## config.mk

```make
export PLATFORM = sky130hd
export DESIGN_NAME = tios_ctrl
export DESIGN_NICKNAME = d
export VERILOG_FILES = /design/src/rtl/tios_pkg.sv /design/src/rtl/tios_ctrl.sv
export SDC_FILE = /design/constraint.sdc
export NUM_CORES = 1
export LEC_CHECK = 0
export BUFFER_PORTS_ARGS = -buffer_cell sky130_fd_sc_hd__buf_2
export CAP_MARGIN = 20
export CORE_AREA = 3 3 40 42
export CTS_BUF_LIST = sky130_fd_sc_hd__clkbuf_4 sky130_fd_sc_hd__clkbuf_8
export DETAILED_ROUTE_END_ITERATION = 12
export DIE_AREA = 0 0 43 45
export GPL_ROUTABILITY_DRIVEN = 0
export PLACE_DENSITY_LB_ADDON = 0.15
export REMOVE_ABC_BUFFERS = 1
export SLEW_MARGIN = 25
export SYNTH_ARGS = -nofsm -noshare
export SYNTH_HDL_FRONTEND = slang
export SYNTH_SLANG_ARGS = --single-unit
export TNS_END_PERCENT = 5
```

## constraint.sdc

```tcl
create_clock -name clk_i -period 1.1 [get_ports clk_i]
set_input_delay 0.33 -clock clk_i [delete_from_list [all_inputs] [get_ports clk_i]]
set_output_delay 0.33 -clock clk_i [all_outputs]
set_load 0.005 [all_outputs]
```

## src/rtl/tios_pkg.sv

```systemverilog
// Package for the time-index offset search block.
// Holds the controller state type, request codes and the command and status bundles.
// Used by the controller, the datapath and the top level.
package tios_pkg;

  // Request codes carried in req_type.
  localparam logic ReqLoad  = 1'b0;
  localparam logic ReqQuery = 1'b1;

  // Table times are stored already scaled from milliseconds to microseconds.
  localparam int UsPerMs     = 1000;
  localparam int TimeW       = 32;
  localparam int ScaledTimeW = 42;
  localparam int OffsetW     = 63;
  localparam int IndexW      = 12;
  localparam int CountW      = 13;
  localparam int PtsW        = 64;

  typedef enum logic [1:0] {
    ST_IDLE,
    ST_SEARCH,
    ST_FETCH
  } tios_state_e;

  // Commands from the controller to the datapath.
  typedef struct packed {
    logic load_wr;  // write one table entry from the input beat
    logic start;    // latch the query and issue the first probe
    logic step;     // narrow the interval and issue the next probe
    logic fetch;    // read the offset of the chosen entry
    logic emit;     // load the output register
  } tios_cmd_t;

  // Status from the datapath to the controller.
  typedef struct packed {
    logic search_done;  // interval holds at most one entry
    logic out_free;     // output register can take a beat this cycle
  } tios_sts_t;

endpackage

```

## src/rtl/tios_ctrl.sv

```systemverilog
// Controller state machine for the time-index offset search.
// Sequences loads, the binary-search probes, the offset fetch and the result beat.
// Depends on tios_pkg.
module tios_ctrl
  import tios_pkg::*;
(
  input  logic      clk_i,
  input  logic      rst_ni,
  input  logic      in_valid_i,
  input  logic      req_type_i,
  output logic      in_stall_o,
  input  tios_sts_t sts_i,
  output tios_cmd_t cmd_o
);

  tios_state_e state_q, state_d;

  // State register.
  always_ff @(posedge clk_i or negedge rst_ni) begin
    if (!rst_ni) begin
      state_q <= ST_IDLE;
    end else begin
      state_q <= state_d;
    end
  end

  // Next-state logic.
  always_comb begin
    state_d = state_q;
    case (state_q)
      ST_IDLE: begin
        if (in_valid_i && (req_type_i == ReqQuery)) begin
          state_d = ST_SEARCH;
        end
      end
      ST_SEARCH: begin
        if (sts_i.search_done) begin
          state_d = ST_FETCH;
        end
      end
      ST_FETCH: begin
        if (sts_i.out_free) begin
          state_d = ST_IDLE;
        end
      end
      default: begin
        state_d = ST_IDLE;
      end
    endcase
  end

  // Output logic: input beats are taken only in idle.
  always_comb begin
    cmd_o      = '0;
    in_stall_o = 1'b1;
    case (state_q)
      ST_IDLE: begin
        in_stall_o    = 1'b0;
        cmd_o.load_wr = in_valid_i && (req_type_i == ReqLoad);
        cmd_o.start   = in_valid_i && (req_type_i == ReqQuery);
      end
      ST_SEARCH: begin
        cmd_o.step  = !sts_i.search_done;
        cmd_o.fetch = sts_i.search_done;
      end
      ST_FETCH: begin
        cmd_o.emit = sts_i.out_free;
      end
      default: begin
        cmd_o = '0;
      end
    endcase
  end

endmodule

```

# Yosys cells after proc, flatten, opt, wreduce, memory -nomap -nowiden
# Cells that the tools add are included.
dict set report word_totals {
  inputBits 6
  ff_bits 2
  wordCells 20
  out_inout_bits 6
}
dict set report op_classes {
  muxes 8
  eq_ne 5
  reduce_logical 5
  n_bitwise 1
}
# operator n
set op_table {}
lappend op_table {{two-way mux 2 bit} 5}
lappend op_table {{inequality test 2 bit (second input constant)} 3}
lappend op_table {{case mux 2 bit (3 select lines)} 1}
lappend op_table {{AND reduction 3 bit} 1}
lappend op_table {{equality test 2 x 1 -> 1 bit (second input constant)} 1}
lappend op_table {{equality test 2 bit (second input constant)} 1}
lappend op_table {{logical AND 1 bit} 2}
lappend op_table {{logical NOT 2 bit} 1}
lappend op_table {{two-way mux 1 bit} 2}
lappend op_table {{logical NOT 1 bit} 1}
lappend op_table {{NOT 1 bit} 1}

# Depth between registers and ports, before layout
dict set report logic_depth {
  word_depth 3
  depth_mapped 2
  ltp_nobuf 2
}

# Worst setup path before layout
# No wires, ideal clock.
dict set report synth_timing {
  kind {flip-flop to output port}
  start {register state_q[1]}
  end {output cmd_o[4] in the netlist's numbering}
  path_stages_with_launch 3
  t_arrival_ps 832
  path_slack_ps -62
  t_required_ps 770
  n_path_buf 0
  cell_sequence {dfrtp_1 -> or2_4 -> nor3b_2}
}
# element line_no
set synth_rtl {}
lappend synth_rtl {{start, declared} tios_ctrl.sv:16} ;# tios_state_e state_q, state_d;
lappend synth_rtl {{start signal, assigned} tios_ctrl.sv:23} ;# state_q <= state_d;
lappend synth_rtl {{end, declared} tios_ctrl.sv:13} ;# output tios_cmd_t cmd_o

==> results.cfg <==
[global_routing]
grt_max_degree = 5
met1_usage = 0.04819
use_met2 = 0.07186
gr-max-usage-layer = met2
grtUsageTotal = 0.05412
grt_pass1_wl_um = 703
grt_overflow = 0
antenna_found_initial = 0
grt_pass1_vias = 177
use_met3 = 0.05976

[floorplan]
rows = 13
core_sq_um = 1285
pin_count = 12
die_x_um = 43
start_util = 0.09445
die_h_um = 45
dieArea_sq_um = 1935

[place]
place_ws_ps = -142.7
dp.cells = 41
numPortBuffers = 11

[outcome]
violations = setup timing
outcome = finished with violations

[routing]
wl_per_cell_um = 8.043
avgViaCountPerCell = 3.543
final_antenna_net_count = 0
drt-total-wl_um = 370
drc_errors = 0
drt_iter0_drc = 0
dr.pass1.iters = 1
num_vias = 163

[final_layout]
largest_register = state_q
area_growth_syn_to_layout_pct = 106.2
layout-drive-gt1-share = 0.6129
antenna_cells = 0
reg_top3 = state_q: 2 flops
fillers = 144
nets = 39
layout_commonest_cell = buf_2
layout.cells.non_filler = 46
largest_reg_flops = 2
layout_common_cells = 11 x buf_2, 3 x nor2_1, 3 x clkbuf_4

[sta]
rsz0062_at_grt = yes
whs_ps = 317.2
period_needed_ps = 1462
final_critical_path_setup_slack_ps = -362.1
tightest_slew_ps = 213.1
timing.slew.headroom = 0.8576
final.period_utilization = 1.329
finalSetupTns_ps = -1628
setup_viol = 6
fmax_mhz = 684.0
drv_slew = 0
finalClockSkew_ps = 1.522
final_hold_viol_count = 0

[clocking]
cts_tree = done
htreeDepth = 1
clock_sinks = 2
numCtsBuffers = 3
clock_latency_ps = 220
cts-root-buf = clkbuf_4
clockBufferDepth = 2
clk_pin_slew_ps = 30

[flow_run]
cap_viol_max_count = 0

[setup_path]
critPathKind = flop to output pin
critPathSlowestCell = dfrtp_1
path_cells = or2_4 > nor3b_2 > buf_2
startpoint = state_q[1]$_DFFE_PN0P_
crit_path_end_kind = output pin
r2r_start = state_q[0]$_DFFE_PN0P_
worstPathArrival_ps = 1130
cp.required_ps = 770
start_kind = flop
cp_max_fo = 4
slowest_delay_ps = 390

[yosys]
synth-warning-count = 0
ys_types = 10
ys_seq_elements = 2
ys_seq_area_frac = 0.4124
avgSynthCellArea_sq_um = 8.669
syn_inst = 14
syn-cell-area_sq_um = 121.4

[min_path]
hp-start = sts_i[0]
hold_class = input pin to flop

[pwr]
power.leakage_nw = 0.1387
power_density_nw_per_um2 = 1649
vdd_drop_max_uv = 323.1
repair_timing:
item / in CTS / in global routing
buffers inserted: 1 / 0
endpoints found under the hold margin: 2 / 0
endpoints found under the setup margin: 6 / 6
pin swaps: 2 / 0
gates resized for setup: 1 / 0
hold buffers: 1 / 0
gates cloned: 0 / 0
logic make-up after synthesis:
group           after synthesis  synth area share
simple gates                  9            0.4434
buf+inv                       1           0.03090
compound gates                2            0.1135
flops                         2            0.4124
worst max-delay path: cells and delay by family, from the launching register on:
| family | cells | cell delay (ps) |
|---|---|---|
| flip-flops | 1 | 390 |
| AND/OR/NAND/NOR | 2 | 400 |
| buffers and inverters | 1 | 120 |
metal layers:
metal  part of all wire  routed length (um)
met2               0.40                 147
met4                  0                   0
met1               0.42                 157
met3               0.18                  65
met5                  0                   0
through the flow:
step           cell area (sq um)  total power, mW  utilization
3_5_place_dp               202.7           0.2239       0.1577
3_3_place_gp               202.7           0.2238       0.1577
6_report                   250.2           0.4128       0.1947
4_1_cts                    250.2           0.4301       0.1947
2_1_floorplan              121.4           0.1633            -
5_1_grt                    250.2           0.4601       0.1947
power breakdown:
| group | internal (mW) | switching, mW |
|---|---|---|
| clock | 0.121 | 0.0453 |
| sequential | 0.0882 | 0.00971 |
| combinational | 0.0875 | 0.0612 |
| total | 0.297 | 0.116 |
path summary, 6_finish.rpt:
path / to / slack (ps) / depth (start not counted)
worst max-delay path: cmd_o[4] / -360 / 3
worst min-delay path: state_q[1]$_DFFE_PN0P_ / 320 / 2
worst max register to register: state_q[0]$_DFFE_PN0P_ / 190 / 3
worst min register to register: state_q[0]$_DFFE_PN0P_ / 590 / 2
max in group asynchronous: state_q[0]$_DFFE_PN0P_ / 580 / 2
min in group asynchronous: state_q[1]$_DFFE_PN0P_ / 420 / 2
Yosys cell counts:
cell / count / area, sq um
nor2_1: 3 / 11.26
dfrtp_1: 2 / 50.05
nand2_1: 2 / 7.510
inv_1: 1 / 3.750
nand2b_1: 1 / 6.260
nor3b_1: 1 / 7.510
nor3b_2: 1 / 12.51
o21bai_1: 1 / 7.510
o22ai_1: 1 / 6.260
or2_4: 1 / 8.760
final cells by class:
| type | instances | area (sq um) | area share |
|---|---|---|---|
| Multi-Input combinational cell | 11 | 75.07 | 0.3000 |
| Clock buffer | 3 | 22.52 | 0.09000 |
| Sequential cell | 2 | 50.05 | 0.2000 |
| Inverter | 1 | 3.754 | 0.01500 |
| Tap cell | 15 | 18.77 | 0.07500 |
| Timing Repair Buffer | 14 | 80.08 | 0.3200 |
Power figures use the tool's default switching activity.
